<file path="config.mk">
export PLATFORM = sky130hd
export DESIGN_NAME = cpu_branch_control_unit
export DESIGN_NICKNAME = d
export VERILOG_FILES = /design/src/sv/bcu_pkg.sv /design/src/sv/bcu_front.sv /design/src/sv/bcu_queue.sv /design/src/sv/bcu_back.sv /design/src/sv/cpu_branch_control_unit.sv
export SDC_FILE = /design/constraint.sdc
export NUM_CORES = 1
export LEC_CHECK = 0
export BUFFER_PORTS_ARGS = -buffer_cell sky130_fd_sc_hd__buf_2
export CAP_MARGIN = 15
export CORE_MARGIN = 1
export CORE_UTILIZATION = 50
export CTS_CLUSTER_SIZE = 25
export DETAILED_ROUTE_END_ITERATION = 16
export PLACE_DENSITY = 0.69
export SYNTH_ARGS = -nofsm -noshare
export SYNTH_HDL_FRONTEND = slang
export SYNTH_SLANG_ARGS = --single-unit
</file>
<file path="constraint.sdc">
create_clock -name clk -period 7.57 [get_ports clk]
set_input_delay 0 -clock clk [delete_from_list [all_inputs] [get_ports clk]]
set_output_delay 0 -clock clk [all_outputs]
set_load 0.01 [all_outputs]
</file>
<file path="src/sv/bcu_pkg.sv">
// shared types and constants of the branch and control unit
`default_nettype none

package bcu_pkg;

	// instruction classes
	typedef enum logic [3:0] {
		CMD_JP     = 4'd0,
		CMD_JP_HL  = 4'd1,
		CMD_JR     = 4'd2,
		CMD_JR_CC  = 4'd3,
		CMD_CALL   = 4'd4,
		CMD_CALL_CC = 4'd5,
		CMD_RET    = 4'd6,
		CMD_RET_CC = 4'd7,
		CMD_RETI   = 4'd8,
		CMD_RST    = 4'd9,
		CMD_DI     = 4'd10,
		CMD_EI     = 4'd11,
		CMD_HALT   = 4'd12,
		CMD_STOP   = 4'd13
	} bcu_cmd_t;

	// branch conditions
	typedef enum logic [2:0] {
		COND_NONE = 3'd0,
		COND_Z    = 3'd1,
		COND_NZ   = 3'd2,
		COND_C    = 3'd3,
		COND_NC   = 3'd4
	} bcu_cond_t;

	// output beat sequencer
	typedef enum logic [1:0] {
		BEAT_HI,
		BEAT_LO,
		BEAT_STATUS
	} bcu_beat_t;

	localparam logic [7:0] RST_MASK  = 8'h38;
	localparam int         BYTE_BITS = 8;

	typedef struct packed {
		logic [3:0]        cmd;
		logic [2:0]        cond;
		logic [7:0]        opcode;
		logic [15:0]       imm_word;
		logic signed [7:0] imm_offset;
		logic [15:0]       hl_value;
		logic              zero_flag;
		logic              carry_flag;
		logic [7:0]        stack_low;
		logic [7:0]        stack_high;
	} bcu_in_t;

	typedef struct packed {
		logic        is_write;
		logic [15:0] write_addr;
		logic [7:0]  write_data;
		logic [15:0] new_pc;
		logic [15:0] new_sp;
		logic        ime_out;
		logic        ime_pending_out;
		logic        halted_out;
		logic        stopped_out;
		logic        last;
	} bcu_out_t;

	// one classified instruction waiting for the back end
	typedef struct packed {
		logic        has_push;
		logic [15:0] push_addr_hi;
		logic [15:0] push_pc;
		logic [15:0] pc;
		logic [15:0] sp;
		logic        ime;
		logic        ime_pending;
		logic        halted;
		logic        stopped;
	} bcu_job_t;

endpackage

`default_nettype wire

</file>
<file path="src/sv/bcu_front.sv">
// front end: accepts instructions, updates pc, sp and flags, queues a job
`default_nettype none

module bcu_front (
	input  wire logic             clk,
	input  wire logic             arst_n,
	input  wire logic             in_valid,
	output logic                  in_ready,
	input  wire bcu_pkg::bcu_in_t in_data,
	input  wire logic             q_full,
	output logic                  job_valid,
	output bcu_pkg::bcu_job_t     job
);

	logic [15:0] pc_q;
	logic [15:0] sp_q;
	logic        ime_q;
	logic        ime_pending_q;
	logic        halted_q;
	logic        stopped_q;

	logic [15:0] pc_d;
	logic [15:0] sp_d;
	logic        ime_d;
	logic        push;
	logic        take;
	logic [15:0] disp;
	logic [15:0] pc_rel;
	logic [15:0] pop_pc;
	logic [15:0] sp_pop;
	logic [15:0] sp_push;
	logic        accept;

	function automatic logic cond_true(input logic [2:0] c, input logic z, input logic cy);
		logic r;
		case (c)
			bcu_pkg::COND_NONE: r = 1'b1;
			bcu_pkg::COND_Z:    r = z;
			bcu_pkg::COND_NZ:   r = ~z;
			bcu_pkg::COND_C:    r = cy;
			bcu_pkg::COND_NC:   r = ~cy;
			default:            r = 1'b0;
		endcase
		return r;
	endfunction

	assign in_ready = ~q_full;
	assign accept   = in_valid & in_ready;

	assign take    = cond_true(in_data.cond, in_data.zero_flag, in_data.carry_flag);
	assign disp    = {{8{in_data.imm_offset[7]}}, in_data.imm_offset};
	assign pc_rel  = pc_q + disp;
	assign pop_pc  = {in_data.stack_high, in_data.stack_low};
	assign sp_pop  = sp_q + 16'd2;
	assign sp_push = sp_q - 16'd2;

	always_comb begin
		pc_d  = pc_q;
		sp_d  = sp_q;
		ime_d = ime_q;
		push  = 1'b0;
		unique case (in_data.cmd)
			bcu_pkg::CMD_JP:    pc_d = in_data.imm_word;
			bcu_pkg::CMD_JP_HL: pc_d = in_data.hl_value;
			bcu_pkg::CMD_JR:    pc_d = pc_rel;
			bcu_pkg::CMD_JR_CC: begin
				if (take) begin
					pc_d = pc_rel;
				end
			end
			bcu_pkg::CMD_CALL: begin
				push = 1'b1;
				sp_d = sp_push;
				pc_d = in_data.imm_word;
			end
			bcu_pkg::CMD_CALL_CC: begin
				if (take) begin
					push = 1'b1;
					sp_d = sp_push;
					pc_d = in_data.imm_word;
				end
			end
			bcu_pkg::CMD_RET: begin
				pc_d = pop_pc;
				sp_d = sp_pop;
			end
			bcu_pkg::CMD_RET_CC: begin
				if (take) begin
					pc_d = pop_pc;
					sp_d = sp_pop;
				end
			end
			bcu_pkg::CMD_RETI: begin
				pc_d  = pop_pc;
				sp_d  = sp_pop;
				ime_d = 1'b1;
			end
			bcu_pkg::CMD_RST: begin
				push = 1'b1;
				sp_d = sp_push;
				pc_d = {8'h00, in_data.opcode & bcu_pkg::RST_MASK};
			end
			bcu_pkg::CMD_DI: ime_d = 1'b0;
			default: ;
		endcase
	end

	always_ff @(posedge clk or negedge arst_n) begin
		if (!arst_n) begin
			pc_q          <= '0;
			sp_q          <= '0;
			ime_q         <= 1'b0;
			ime_pending_q <= 1'b0;
			halted_q      <= 1'b0;
			stopped_q     <= 1'b0;
		end else if (accept) begin
			pc_q  <= pc_d;
			sp_q  <= sp_d;
			ime_q <= ime_d;
			if (in_data.cmd == bcu_pkg::CMD_EI) begin
				ime_pending_q <= 1'b1;
			end
			if (in_data.cmd == bcu_pkg::CMD_HALT) begin
				halted_q <= 1'b1;
			end
			if (in_data.cmd == bcu_pkg::CMD_STOP) begin
				stopped_q <= 1'b1;
			end
		end
	end

	assign job_valid         = accept;
	assign job.has_push      = push;
	assign job.push_addr_hi  = sp_q - 16'd1;
	assign job.push_pc       = pc_q;
	assign job.pc            = pc_d;
	assign job.sp            = sp_d;
	assign job.ime           = ime_d;
	assign job.ime_pending   = ime_pending_q | (in_data.cmd == bcu_pkg::CMD_EI);
	assign job.halted        = halted_q | (in_data.cmd == bcu_pkg::CMD_HALT);
	assign job.stopped       = stopped_q | (in_data.cmd == bcu_pkg::CMD_STOP);

`ifndef SYNTH
	a_halt_sticks: assert property (@(posedge clk) disable iff (!arst_n)
		accept && in_data.cmd == bcu_pkg::CMD_HALT |=> halted_q)
		else $error("halt flag not set after halt");
`endif

endmodule

`default_nettype wire

</file>
<file path="src/sv/bcu_queue.sv">
// small job queue between front and back end
`default_nettype none

module bcu_queue #(
	parameter int DEPTH = 4
) (
	input  wire logic              clk,
	input  wire logic              arst_n,
	input  wire logic              push,
	input  wire bcu_pkg::bcu_job_t push_data,
	input  wire logic              pop,
	output bcu_pkg::bcu_job_t      head,
	output logic                   empty,
	output logic                   full
);

	localparam int PW = (DEPTH > 1) ? $clog2(DEPTH) : 1;
	localparam int CW = $clog2(DEPTH + 1);

	bcu_pkg::bcu_job_t entries_q [DEPTH];
	logic [PW-1:0]     wr_ptr_q;
	logic [PW-1:0]     rd_ptr_q;
	logic [CW-1:0]     count_q;

	assign empty = (count_q == '0);
	assign full  = (count_q == CW'(DEPTH));
	assign head  = entries_q[rd_ptr_q];

	always_ff @(posedge clk) begin
		if (push) begin
			entries_q[wr_ptr_q] <= push_data;
		end
	end

	always_ff @(posedge clk or negedge arst_n) begin
		if (!arst_n) begin
			wr_ptr_q <= '0;
			rd_ptr_q <= '0;
			count_q  <= '0;
		end else begin
			if (push) begin
				wr_ptr_q <= (wr_ptr_q == PW'(DEPTH - 1)) ? '0 : wr_ptr_q + 1'b1;
			end
			if (pop) begin
				rd_ptr_q <= (rd_ptr_q == PW'(DEPTH - 1)) ? '0 : rd_ptr_q + 1'b1;
			end
			if (push && !pop) begin
				count_q <= count_q + 1'b1;
			end else if (pop && !push) begin
				count_q <= count_q - 1'b1;
			end
		end
	end

`ifndef SYNTH
	a_no_overflow: assert property (@(posedge clk) disable iff (!arst_n)
		push |-> count_q < CW'(DEPTH))
		else $error("push into full queue");
	a_no_underflow: assert property (@(posedge clk) disable iff (!arst_n)
		pop |-> count_q != '0)
		else $error("pop from empty queue");
`endif

endmodule

`default_nettype wire

</file>
<file path="src/sv/bcu_back.sv">
// back end: turns queued jobs into stack write beats and a status beat
`default_nettype none

module bcu_back (
	input  wire logic              clk,
	input  wire logic              arst_n,
	input  wire bcu_pkg::bcu_job_t head,
	input  wire logic              q_empty,
	output logic                   pop,
	output logic                   out_valid,
	input  wire logic              out_ready,
	output bcu_pkg::bcu_out_t      out_data
);

	bcu_pkg::bcu_beat_t state_q;
	bcu_pkg::bcu_beat_t state_d;
	logic               out_valid_q;
	bcu_pkg::bcu_out_t  out_q;
	bcu_pkg::bcu_out_t  beat;
	logic               load;
	logic               emit;
	logic               emit_status;

	assign load = ~out_valid_q | out_ready;
	assign emit = load & ~q_empty;

	// next state
	always_comb begin
		state_d = state_q;
		if (emit) begin
			unique case (state_q)
				bcu_pkg::BEAT_HI:     state_d = head.has_push ? bcu_pkg::BEAT_LO
				                                              : bcu_pkg::BEAT_HI;
				bcu_pkg::BEAT_LO:     state_d = bcu_pkg::BEAT_STATUS;
				bcu_pkg::BEAT_STATUS: state_d = bcu_pkg::BEAT_HI;
				default:              state_d = bcu_pkg::BEAT_HI;
			endcase
		end
	end

	// beat contents
	always_comb begin
		beat        = '0;
		emit_status = 1'b0;
		unique case (state_q)
			bcu_pkg::BEAT_HI: begin
				if (head.has_push) begin
					beat.is_write   = 1'b1;
					beat.write_addr = head.push_addr_hi;
					beat.write_data = head.push_pc[15:bcu_pkg::BYTE_BITS];
				end else begin
					emit_status = 1'b1;
				end
			end
			bcu_pkg::BEAT_LO: begin
				beat.is_write   = 1'b1;
				beat.write_addr = head.sp;
				beat.write_data = head.push_pc[bcu_pkg::BYTE_BITS-1:0];
			end
			default: emit_status = 1'b1;
		endcase
		if (emit_status) begin
			beat.new_pc          = head.pc;
			beat.new_sp          = head.sp;
			beat.ime_out         = head.ime;
			beat.ime_pending_out = head.ime_pending;
			beat.halted_out      = head.halted;
			beat.stopped_out     = head.stopped;
			beat.last            = 1'b1;
		end
	end

	assign pop = emit & emit_status;

	always_ff @(posedge clk or negedge arst_n) begin
		if (!arst_n) begin
			state_q     <= bcu_pkg::BEAT_HI;
			out_valid_q <= 1'b0;
		end else begin
			state_q <= state_d;
			if (load) begin
				out_valid_q <= ~q_empty;
			end
		end
	end

	always_ff @(posedge clk) begin
		if (emit) begin
			out_q <= beat;
		end
	end

	assign out_valid = out_valid_q;
	assign out_data  = out_q;

`ifndef SYNTH
	a_lo_follows_hi: assert property (@(posedge clk) disable iff (!arst_n)
		state_q == bcu_pkg::BEAT_LO |-> out_valid_q && out_q.is_write)
		else $error("low byte write without pending high byte write");
	a_write_not_last: assert property (@(posedge clk) disable iff (!arst_n)
		out_valid_q && out_q.is_write |-> !out_q.last)
		else $error("write beat marked last");
	a_hi_before_lo: assert property (@(posedge clk) disable iff (!arst_n)
		state_q == bcu_pkg::BEAT_LO && $past(state_q) == bcu_pkg::BEAT_HI |-> $past(emit))
		else $error("sequencer advanced without a beat");
`endif

endmodule

`default_nettype wire

</file>
<file path="src/sv/cpu_branch_control_unit.sv">
// top level of the branch and control unit
`default_nettype none

// Executes jumps, calls, returns, RST, DI, EI, HALT and STOP of an 8-bit CPU
// and keeps pc, sp, ime, the pending enable and the halt and stop flags.
// Every instruction yields a status beat (last = 1); a taken call or RST is
// preceded by two stack write beats, high byte at sp-1 first, then low byte
// at sp-2. Pops take the low byte from stack_low and the high byte from
// stack_high. The front end accepts one instruction per cycle while the
// queue is not full and updates the architectural state at once, so the
// next instruction may follow in the next cycle; classified jobs wait in a
// queue of QUEUE_DEPTH entries. The back end sends one beat per cycle while
// out_ready allows through a registered output, so an instruction yields one
// output beat, or three for a taken call or RST; the output port's one beat
// per cycle sets the sustained rate. A job passes the queue, then the output
// register. Back pressure on the output fills the queue, then drops in_ready.

module cpu_branch_control_unit #(
	parameter int QUEUE_DEPTH = 4  // job queue entries, at least two
) (
	input  wire logic              clk,
	input  wire logic              arst_n,
	input  wire logic              in_valid,
	output logic                   in_ready,
	input  wire bcu_pkg::bcu_in_t  in_data,
	output logic                   out_valid,
	input  wire logic              out_ready,
	output bcu_pkg::bcu_out_t      out_data
);

	// front to queue
	logic              job_valid;
	bcu_pkg::bcu_job_t job;

	// queue to back end
	bcu_pkg::bcu_job_t head;
	logic              q_empty;
	logic              q_full;
	logic              q_pop;

	// decode and state update of each accepted instruction
	bcu_front u_front (
		.clk       (clk),
		.arst_n    (arst_n),
		.in_valid  (in_valid),
		.in_ready  (in_ready),
		.in_data   (in_data),
		.q_full    (q_full),
		.job_valid (job_valid),
		.job       (job)
	);

	// decouples instruction intake from result delivery
	bcu_queue #(
		.DEPTH (QUEUE_DEPTH)
	) u_queue (
		.clk       (clk),
		.arst_n    (arst_n),
		.push      (job_valid),
		.push_data (job),
		.pop       (q_pop),
		.head      (head),
		.empty     (q_empty),
		.full      (q_full)
	);

	// beat sequencer with output register
	bcu_back u_back (
		.clk       (clk),
		.arst_n    (arst_n),
		.head      (head),
		.q_empty   (q_empty),
		.pop       (q_pop),
		.out_valid (out_valid),
		.out_ready (out_ready),
		.out_data  (out_data)
	);

endmodule

`default_nettype wire
</file>
==> results of run 1 <==
[synth_stat cells (all sizes together), types with 2 or more instances]
master / n / area, sq um
a22oi: 15 / 112.6
o21a: 11 / 82.58
a211oi: 4 / 30.03
o22ai: 7 / 50.05
a41o: 4 / 40.04
mux2i: 2 / 20.02
ha: 23 / 287.8
nor2b: 4 / 25.02
a21o: 5 / 38.79
o221ai: 2 / 17.52
mux4: 66 / 1486
edfxtp: 329 / 9879
fa: 2 / 40.04
a221o: 8 / 80.08
clkbuf: 37 / 140.1
inv: 23 / 86.33
nor4: 5 / 43.79
nor2: 78 / 302.8
nor3: 14 / 70.07
or2: 3 / 18.77
nand2b: 6 / 37.54
o21bai: 3 / 22.52
or3: 4 / 25.02
and2: 38 / 237.7
buf: 30 / 155.2
a21oi: 65 / 325.3
a31oi: 11 / 68.82
a41oi: 2 / 25.03
nor3b: 25 / 192.7
o31ai: 2 / 20.02
nand3: 16 / 80.08
xnor2: 23 / 201.4
o22a: 6 / 52.55
mux2: 8 / 90.09
a221oi: 12 / 123.9
xor2: 23 / 201.4
a31o: 3 / 26.28
nand2: 70 / 270.3
dfrtp: 45 / 1126
a22o: 2 / 17.52
and3: 14 / 87.58
nand4: 3 / 18.77
o21ai: 47 / 242.7
[repair_timing]
item / 4_1_cts / 5_1_grt
gates resized for setup: 0 / 0
hold endpoints to repair: 66 / 0
hold buffers: 30 / 0
setup endpoints to repair: 0 / 0
[logic make-up (layout without fill, tap and decap cells)]
kind of cell             count (synthesis)  after routing  synth area share, %
other                                    1              1              0.02261
multiplexers                            76             76                9.626
AND/OR/NAND/NOR                        283            283                8.653
buffers and inverters                   90            276                2.301
flip-flops                             374            374                66.35
adder cells (fa/ha/maj)                 25             25                1.976
XOR/XNOR                                46             46                2.429
AO/OA/AOI/OAI                          215            215                8.638
[worst reg2reg max path: cells and delay by family (launching register included)]
family | cells | cell delay [ns]
AO/OA/AOI/OAI | 2 | 0.27
adder cells (fa/ha/maj) | 2 | 0.71
buffers and inverters | 4 | 0.94
flip-flops | 1 | 0.47
multiplexers | 2 | 0.64
AND/OR/NAND/NOR | 1 | 0.29
[per-stage QoR]
stage                     worst slack (ns)  total power (W)  instance area (sq um)  hold WS (ns)
after CTS                            4.125         0.008044                  19300      0.007775
after global placement               4.191         0.005931                  17660        0.1958
after detailed placement             4.136         0.006009                  17660        0.2077
after floorplan                      2.195         0.005207                  16590       -0.2956
after global routing                 3.926         0.008417                  19320       0.02363
final                                4.151         0.007971                  19320       0.02056
[power breakdown]
group | switching (W) | internal (W) | leakage (nW)
sequential | 0.000359 | 0.00315 | 3.63
clock | 0.000766 | 0.00123 | 0.653
combinational | 0.00142 | 0.00105 | 2.73
total | 0.00254 | 0.00543 | 7.01
[state kept, by name, indices dropped and copies added (netlist names)]
| name | count |
|---|---|
| u_front.halted_q | 1 |
| u_front.pc_q | 16 |
| u_back.out_data | 61 |
| u_queue.entries_q | 268 |
| u_queue.rd_ptr_q | 2 |
| u_front.stopped_q | 1 |
| u_queue.count_q | 3 |
| u_back.state_q | 2 |
| u_queue.wr_ptr_q | 2 |
| u_front.ime_q | 1 |
| u_front.sp_q | 15 |
| u_back.out_valid | 1 |
| u_front.ime_pending_q | 1 |
[worst max-delay path by stage]
stage / from / endpoint / slack (ns) / cells after the start
floorplan: u_queue.count_q[0]$_DFFE_PN0P_ / u_queue.count_q[1]$_DFFE_PN0P_ / 2.20 / 7
global placement: u_queue.rd_ptr_q[1]$_DFFE_PN0P_ / u_queue.count_q[1]$_DFFE_PN0P_ / 4.19 / 11
detailed placement: u_queue.rd_ptr_q[1]$_DFFE_PN0P_ / u_queue.count_q[1]$_DFFE_PN0P_ / 4.14 / 11
CTS: u_queue.rd_ptr_q[0]$_DFFE_PN0P_ / u_queue.count_q[1]$_DFFE_PN0P_ / 4.12 / 11
global route: u_queue.rd_ptr_q[0]$_DFFE_PN0P_ / u_queue.count_q[1]$_DFFE_PN0P_ / 3.93 / 11
finish: u_queue.rd_ptr_q[1]$_DFFE_PN0P_ / u_queue.count_q[1]$_DFFE_PN0P_ / 4.15 / 11
[placed cells by master, fill, tap and decap left out, types with 17 or more instances in the layout]
cell           Yosys  final
nor3b_1           24     24
clkbuf_16          0     41
nor2_1            76     76
dfrtp_1           45     43
buf_4              3     17
xnor2_1           23     23
a21oi_1           65     64
edfxtp_1         329    329
buf_2             19    134
dlygate4sd3_1      0     30
o21ai_0           45     45
and2_1            38     38
inv_1             22     22
nand2_1           69     69
ha_1              23     23
mux4_2            66     66
xor2_1            23     23
[layout make-up]
cell class              count  area, sq um  share of cell area (%)
well taps                 442        553.0                   2.863
multi-input cells         646         5215                   27.00
repair buffers            182         1104                   5.713
flip-flops and latches    374        11010                   57.00
clock buffers              54         1105                   5.719
inverters                  23        86.33                  0.4469
clock inverters            17        244.0                   1.263
[metal layers]
layer  track usage (%)  vias to the layer above  wire length (um)
met5                 0                        -                 0
met4             6.800                        0               826
met3             3.458                       64              2191
met2             36.32                      338             17770
met1             32.70                     5098             16660
li1                  -                     4600                 -
==> impl_metrics.csv, run 1 <==
group,metric,value,unit
run_status,status,"complete, no violations",
clock_network,post_cts_buffers,0,
hold_path,min_from,"in_data[56]",
clock_network,clkSinkCount,374,
sta,fmax,292.5,MHz
power,power.density,412.6,mW/mm^2
yosys,synthesis.nets,1212,
route,firstDrtPassIters,5,
clock_network,clkLatencyLatePin,0.52,ns
critical_path,critical_path_class,"flip-flop to flip-flop",
power,p_leak,7.011,nW
yosys,synthCells,1110,
die,io_pins,141,
hold_path,holdPathEnd,"u_front.pc_q[14]$_DFFE_PN0P_",
critical_path,cp.arrival,3.82,ns
hold_path,hold_depth,5,
critical_path,crit_family,"buffers and inverters",
clock_network,root_buffer,"clkbuf_16",
critical_path,cp_slowest_cell,"dfrtp_2",
critical_path,slowest_delay,0.47,ns
global_routing,grt_pass1_wl,58.20,mm
sta,clock_skew,0.02110,ns
cells_and_area,drive_gt1_share,24.23,%
sta,final-setup-viol-count,0,
yosys,yosysSeqAreaShare,66.35,%
clock_network,h-tree-depth,2,
run,maxCapViolCount,0,
cells_and_area,final_net_count,1368,
critical_path,cp.buffers_inverters,4,
yosys,ys_warn_count,0,
clock_network,path_clk_slew,0.06,ns
critical_path,required,7.97,ns
global_routing,grtUsageTotal,22.82,%
route,drc,0,
critical_path,r2r-start,"u_queue.rd_ptr_q[1]$_DFFE_PN0P_",
sta,finalCritPeriodShare,45.17,%
cells_and_area,area_growth,16.47,%
hold_path,hp-class,"input pin to flip-flop",
die,initial_core_util,50.85,%
sta,min_period,3.419,ns
route,post_drt_wl_per_cell,21.55,um
critical_path,cp-end-kind,"flip-flop",
yosys,synth_seq_cells,374,
cells_and_area,diodes,0,
sta,hold_violations,0,
global_routing,grt_max_degree,68,
placed_design,dpl.cell_count,1635,
global_routing,antenna_found_initial,0,
critical_path,path_cells,"mux2_2, o21ai_2, buf_4, a21oi_1, inv_1, buf_4, nand2_1, ha_1, inv_1, fa_1, mux2_2",
die,num_rows,66,
global_routing,grt-ovfl-total,0,
sta,max-slew-margin-rel,30.13,%
global_routing,grt_pass1_vias,10340,
critical_path,cp_max_fo,37,
critical_path,r2r_end,"u_queue.count_q[1]$_DFFE_PN0P_",
cells_and_area,fin_cells,1738,
die,die_h,184.1,um
yosys,synth_edf_count,329,
route,vias,10100,
yosys,avgSynthCellArea,14.94,sq um
clock_network,clockBufferDepth,3,
route,first_iter_violations,877,
clock_network,cts_made_buffers,39,
yosys,syn_area,0.01659,sq mm
yosys,synth.distinct_cells,69,
sta,tightest_slew,1.048,ns
cells_and_area,fillCellCount,2499,
placed_design,io_buffers,134,
critical_path,reg2reg_slack,4.15,ns
critical_path,worst-r2r-cell-count,11,
route,vias_per_cell,5.811,
sta,rsz0062_at_grt,"no",
route,drt_wl_total,37.45,mm
power,peakVddDrop,0.2356,mV
die,fp.dieW,184.1,um
placed_design,place_congestion,0.8546,
yosys,synth_flop_cell,"edfxtp_1",
die,coreArea,0.03262,sq mm
cells_and_area,utilization,59.22,%
clock_network,cts_tree,"done",
critical_path,crit_path_start_kind,"flip-flop",
die,dieArea,0.03390,sq mm
route,ant_nets,0,
sta,tns,0,ns
sta,finalMaxSlewViolations,0,
yosys,async_flop_share,12.03,%
placed_design,hpwl,23.32,mm
Power figures use the tool's default switching activity.
==> run 2: changes to the inputs <==
ABC_AREA = 1   (was unset)
PLACE_DENSITY = 0.68   (was 0.69)
clock period = 3.5 ns   (was 7.57 ns; I/O delays follow)
==> run 2 against run 1 <==
Core utilization is essentially flat. Area after synthesis increased by 4.2%. Critical endpoint is now u_front.pc_q[15]$_DFFE_PN0P_. Non-clock buffer count is 10 higher. Cell area grew 3.5%. Combinational power rose to 2.5 times the previous value. First-iteration DRC count shrank 6.0%.
==> impl_metrics.csv, run 2 <==
group,metric,value,unit
critical_path,critical_path_class,"input pin to flip-flop",
critical_path,crit_path_start_kind,"input pin",
global_routing,grtUsageTotal,24.49,%
yosys,ys_warn_count,0,
yosys,syn_area,0.01728,sq mm
cells_and_area,final_net_count,1955,
yosys,synth_top_family_by_area,"simple AND/OR/NAND/NOR gates",
power,total_power,0.01780,W
global_routing,antenna_found_initial,1,
sta,hold_violations,0,
clock_network,cts_tree,"done",
yosys,synth-xor-area-share,1.065,%
placed_design,io_buffers,134,
yosys,synth_common_cells,"nand2_1, edfxtp_1, nor2_1, o21ai_0, inv_1",
cells_and_area,area_growth,15.71,%
sta,max-slew-margin-rel,34.49,%
yosys,async_flop_share,12.03,%
critical_path,cp_max_fo,18,
die,die_h,187.9,um
clock_network,clockBufferDepth,3,
clock_network,root_buffer,"clkbuf_16",
cells_and_area,final_cell_mix,"nand2_1, edfxtp_1, nor2_1, o21ai_0, buf_2",
yosys,yosysSeqAreaShare,63.70,%
critical_path,cp-end-kind,"flip-flop",
route,drc,0,
yosys,synthesis.nets,1798,
sta,min_period,2.759,ns
die,num_rows,67,
cells_and_area,drive_gt1_share,14.02,%
route,vias_per_cell,5.466,
yosys,synthMuxAreaShare,0,%
yosys,synth_flop_cell,"edfxtp_1",
sta,final-setup-viol-count,0,
yosys,avgSynthCellArea,10.19,sq um
sta,fmax,362.5,MHz
clock_network,cts_made_buffers,39,
sta,clock_skew,0.01999,ns
placed_design,place_congestion,0.9514,
sta,rsz0062_at_grt,"no",
global_routing,grt_pass1_wl,66.88,mm
yosys,yosysMostFrequentCell,"nand2_1",
yosys,synth_top_area_share,57.18,%
route,post_drt_wl_per_cell,18.20,um
power,power.density,890.4,mW/mm^2
cells_and_area,largest_reg_flops,268,
clock_network,h-tree-depth,2,
hold_path,hp-class,"input pin to flip-flop",
die,io_pins,141,
clock_network,clkLatencyLatePin,0.54,ns
yosys,yosys.area_share.adder,1.897,%
route,first_iter_violations,824,
critical_path,cp.arrival,3.19,ns
route,drt_wl_total,42.43,mm
cells_and_area,diodes,0,
critical_path,required,3.93,ns
power,peakVddDrop,0.5887,mV
yosys,synth.distinct_cells,48,
route,ant_nets,0,
route,firstDrtPassIters,8,
sta,tightest_slew,0.9826,ns
placed_design,hpwl,27.19,mm
route,vias,12740,
yosys,synth_compound_area_share,9.899,%
yosys,synthCells,1696,
cells_and_area,ff_latch_area,0.01101,sq mm
sta,finalMaxSlewViolations,0,
global_routing,grt-ovfl-total,0,
die,coreArea,0.03378,sq mm
clock_network,clkSinkCount,374,
cells_and_area,largest-register,"u_queue.entries_q",
global_routing,grt_pass1_vias,12210,
clock_network,path_clk_slew,0.06,ns
sta,finalCritPeriodShare,78.83,%
cells_and_area,fillCellCount,2824,
yosys,synth_seq_cells,374,
run,maxCapViolCount,0,
cells_and_area,multi_input_area,0.005489,sq mm
yosys,synthTopCellsByArea,"edfxtp_1, nand2_1, dfrtp_1",
power,p_leak,8.018,nW
run_status,status,"complete, no violations",
global_routing,grt_max_degree,91,
cells_and_area,final_common_cell,"nand2_1",
die,initial_core_util,51.14,%
die,dieArea,0.03530,sq mm
die,fp.dieW,187.9,um
yosys,netlist.top_cell.by_area,"edfxtp_1",
yosys,synth_edf_count,329,
yosys,synthSimpleGateAreaFrac,18.63,%
cells_and_area,utilization,59.18,%
## run 2: worst max-delay path, cell delays in order
cell           delay, ns
dlygate4sd3_1       0.55
buf_2               0.17
inv_2               0.14
nor2_1              0.07
nand2_2             0.10
nand2_4             0.11
inv_2               0.17
nand2_4             0.22
nand2_1             0.11
nand2_1             0.05
dlygate4sd3_1       0.56
nor2_1              0.17
dlygate4sd3_1       0.59
nand2_1             0.05
nand3_1             0.08
nand2_1             0.06
## run 2: stage by stage
step                      instance area [sq um]  TNS [ns]  worst slack, ns  hold WS, ns  cells
final                                     19990         0           0.7411      0.01747   2331
after global routing                      19990         0           0.5335      0.03168   2331
after CTS                                 19990         0           0.7912      0.01333   2331
after detailed placement                  18390         0           0.8170       0.1109   2222
after global placement                    18390         0           0.8550       0.1080   2222
after floorplan                           17280   -236.19          -0.8769      -0.2956   1696
## run 2: kinds of logic (layout without fill, tap and decap cells)
group                      Yosys count  after routing
other                                1              1
and+or+nand+nor                    778            778
adders and majority gates           25             25
AOI/OAI and AO/OA                  293            293
buffers and inverters              204            391
xor gates and xnor gates            21             21
DFF                                374            374
## run 2: worst paths after layout
check / slack (ns) / endpoint / startpoint / cells past startpoint
min: 0.02 / u_queue.entries_q[0][26]$_DFFE_PP_ / in_data[48] / 3
min in group asynchronous: 0.08 / u_front.pc_q[12]$_DFFE_PN0P_ / arst_n / 2
min reg2reg: 0.50 / u_front.stopped_q$_DFFE_PN0P_ / u_front.stopped_q$_DFFE_PN0P_ / 1
max reg2reg: 0.79 / u_queue.count_q[2]$_DFFE_PN0P_ / u_queue.rd_ptr_q[0]$_DFFE_PN0P_ / 12
max: 0.74 / u_front.pc_q[15]$_DFFE_PN0P_ / in_data[72] / 16
max in group asynchronous: 2.64 / u_front.sp_q[14]$_DFFE_PN0P_ / arst_n / 3
## run 2: area by class of cell
class / count / area share [%]
Tap cell: 448 / 2.804
Multi-Input combinational cell: 1118 / 27.46
Clock inverter: 25 / 1.064
Timing Repair Buffer: 192 / 6.133
Clock buffer: 46 / 5.063
Sequential cell: 374 / 55.07
Inverter: 128 / 2.410
## run 2: routing by layer
layer / part of all wire, % / global-route usage [%] / vias to the layer above
met5: 0.024 / 0 / -
met2: 48 / 41.23 / 440
met4: 2.8 / 7.911 / 2
li1: - / - / 6131
met3: 6.0 / 3.462 / 81
met1: 43 / 32.81 / 6088
## run 2: where the power goes
part	internal (W)	total [W]	switching [W]	leakage (nW)
Clock	0.00230	0.00396	0.00166	0.601
Combinational	0.00192	0.00619	0.00426	3.74
Sequential	0.00695	0.00765	0.000697	3.68
Total	0.0112	0.0178	0.00662	8.02
## run 2: timing repair
action | CTS | global route
hold endpoints to repair | 62 | 0
hold buffers | 38 | 0
gates resized for setup | 0 | 0
endpoints found under the setup margin | 0 | 0
setup buffers | 0 | 0
==> run 3: changes to the inputs <==
PLACE_DENSITY = 0.71   (was 0.68)
clock period = 2.45 ns   (was 3.5 ns; I/O delays follow)
==> run 3 against run 2 <==
Via count up 3.7%. Highest routed layer unchanged. Clock skew is 0.0035 ns lower. Register-to-register slack worse by 0.63 ns. Largest power group unchanged.
==> impl_metrics.csv, run 3 (synthesis results as in run 2) <==
group,metric,value,unit
global_routing,grt_pass1_wl,70.93,mm
critical_path,crit_family,"buffers and inverters",
clock_network,clkLatencyLatePin,0.53,ns
cells_and_area,largest-register,"u_queue.entries_q",
global_routing,grt-ovfl-total,0,
placed_design,hpwl,28.30,mm
critical_path,critical_path_class,"input pin to flip-flop",
route,drt_wl_total,44.82,mm
die,num_rows,67,
clock_network,path_clk_slew,0.06,ns
global_routing,antenna_found_initial,3,
sta,whs,0.01219,ns
critical_path,cp-end-kind,"flip-flop",
run_status,status,"complete, no violations",
global_routing,grt_max_degree,91,
route,first_iter_violations,1262,
clock_network,clkSinkCount,374,
die,die_h,187.9,um
global_routing,grt_pass1_vias,12980,
sta,clock_skew,0.01649,ns
cells_and_area,area_growth,18.29,%
cells_and_area,drive_gt1_share,16.71,%
sta,max-slew-margin-rel,32.21,%
sta,tightest_slew,1.017,ns
placed_design,dpl.cell_count,2258,
critical_path,cp_slowest_cell,"dlygate4sd3_1",
sta,final-setup-viol-count,0,
route,ant_nets,0,
critical_path,path_cells,"dlygate4sd3_1, buf_2, inv_2, nor2_1, nand2_1, nand2_4, inv_2, nand2_8, nand2_1, nand2_1, dlygate4sd3_1, nor2_1, a21oi_1, buf_4",
die,initial_core_util,51.14,%
placed_design,io_buffers,134,
die,coreArea,0.03378,sq mm
critical_path,cp_max_fo,18,
cells_and_area,fin_cells,2377,
clock_network,cts_tree,"done",
cells_and_area,final_cell_mix,"nand2_1, edfxtp_1, nor2_1, o21ai_0, buf_2",
critical_path,required,2.73,ns
power,peakVddDrop,0.9156,mV
sta,rsz0062_at_grt,"no",
cells_and_area,final_net_count,1998,
sta,fmax,433.9,MHz
hold_path,hp-class,"input pin to flip-flop",
critical_path,worst_path_most_repeated_cell,"nand2_1",
cells_and_area,utilization,60.49,%
clock_network,root_buffer,"clkbuf_16",
critical_path,cp.arrival,2.58,ns
sta,min_period,2.305,ns
die,io_pins,141,
global_routing,grtUsageTotal,25.97,%
cells_and_area,fillCellCount,2737,
power,power.density,1267,mW/mm^2
power,p_leak,8.255,nW
critical_path,cp.buffers_inverters,6,
placed_design,placed_cell_area,0.01871,sq mm
critical_path,crit_path_start_kind,"input pin",
route,firstDrtPassIters,6,
route,vias_per_cell,5.557,
die,fp.dieW,187.9,um
sta,hold_violations,0,
clock_network,clockBufferDepth,3,
placed_design,place_ws,0.1803,ns
critical_path,slowest_delay,0.56,ns
clock_network,h-tree-depth,2,
cells_and_area,final_common_cell,"nand2_1",
run,maxCapViolCount,0,
sta,finalCritPeriodShare,94.08,%
route,drc,0,
sta,finalMaxSlewViolations,0,
cells_and_area,finalInstanceArea,0.02044,sq mm
die,dieArea,0.03530,sq mm
cells_and_area,largest_reg_flops,268,
placed_design,place_congestion,0.9180,
route,post_drt_wl_per_cell,18.86,um
clock_network,cts_made_buffers,40,
route,vias,13210,
sta,fin_ws,0.1451,ns
[run 3: cell types whose count changed in the layout (fill, tap and decap cells not counted), sizes merged]
cell and change:
buf +38, bufinv -2, clkbuf +2, clkinv -1
clkinvlp +3, diode +2, dlygate4sd3 +3, dlymetal6s4s +1
[run 3: cell type report]
cell class	count	area [sq um]	area share, %
flip-flops and latches	374	11010	53.88
multi-input cells	1118	5534	27.08
repair buffers	234	1604	7.849
clock buffers	48	1072	5.247
well taps	448	560.5	2.743
inverters	128	481.7	2.357
clock inverters	25	168.9	0.8265
diodes	2	5.005	0.02449
[run 3: through the flow]
stage	total power, W	TNS, ns
after floorplan	0.01678	-2.534
after global placement	0.01994	0
after detailed placement	0.02017	0
after CTS	0.02596	0
after global routing	0.02751	0
final	0.02589	0
[run 3: power breakdown]
| group | leakage, nW | total [W] | internal, W | switching, W |
|---|---|---|---|---|
| sequential | 3.68 | 0.0106 | 0.00993 | 0.000703 |
| clock | 0.609 | 0.00570 | 0.00325 | 0.00245 |
| combinational | 3.97 | 0.00955 | 0.00300 | 0.00656 |
[run 3: path summary, 6_finish.rpt]
path	slack [ns]	cells after the start	startpoint	end
setup / recovery	0.15	14	in_data[71]	u_queue.entries_q[1][31]$_DFFE_PP_
hold / removal	0.01	7	in_data[12]	u_front.pc_q[4]$_DFFE_PN0P_
setup reg to reg	0.16	10	u_front.pc_q[0]$_DFFE_PN0P_	u_queue.entries_q[1][30]$_DFFE_PP_
hold reg to reg	0.50	1	u_front.stopped_q$_DFFE_PN0P_	u_front.stopped_q$_DFFE_PN0P_
max in group asynchronous	0.88	3	arst_n	u_queue.rd_ptr_q[0]$_DFFE_PN0P_
min in group asynchronous	0.10	3	arst_n	u_front.pc_q[6]$_DFFE_PN0P_
[run 3: worst min-delay path, delay by kind of cell]
family        cells  cell delay, ns
buf+inv           1            0.11
simple gates      6            0.40
[run 3: what timing repair did]
item,in CTS,in global routing
endpoints found under the hold margin,80,0
hold buffers,42,0
buffers inserted,0,2
setup endpoints to repair,0,10
gates resized for setup,0,11
[run 3: metal layers]
metal / track usage (%) / wire, um
met1: 34.02 / 18360
met2: 43.30 / 21380
met3: 4.380 / 3517
met4: 10.01 / 1551
met5: 0 / 11
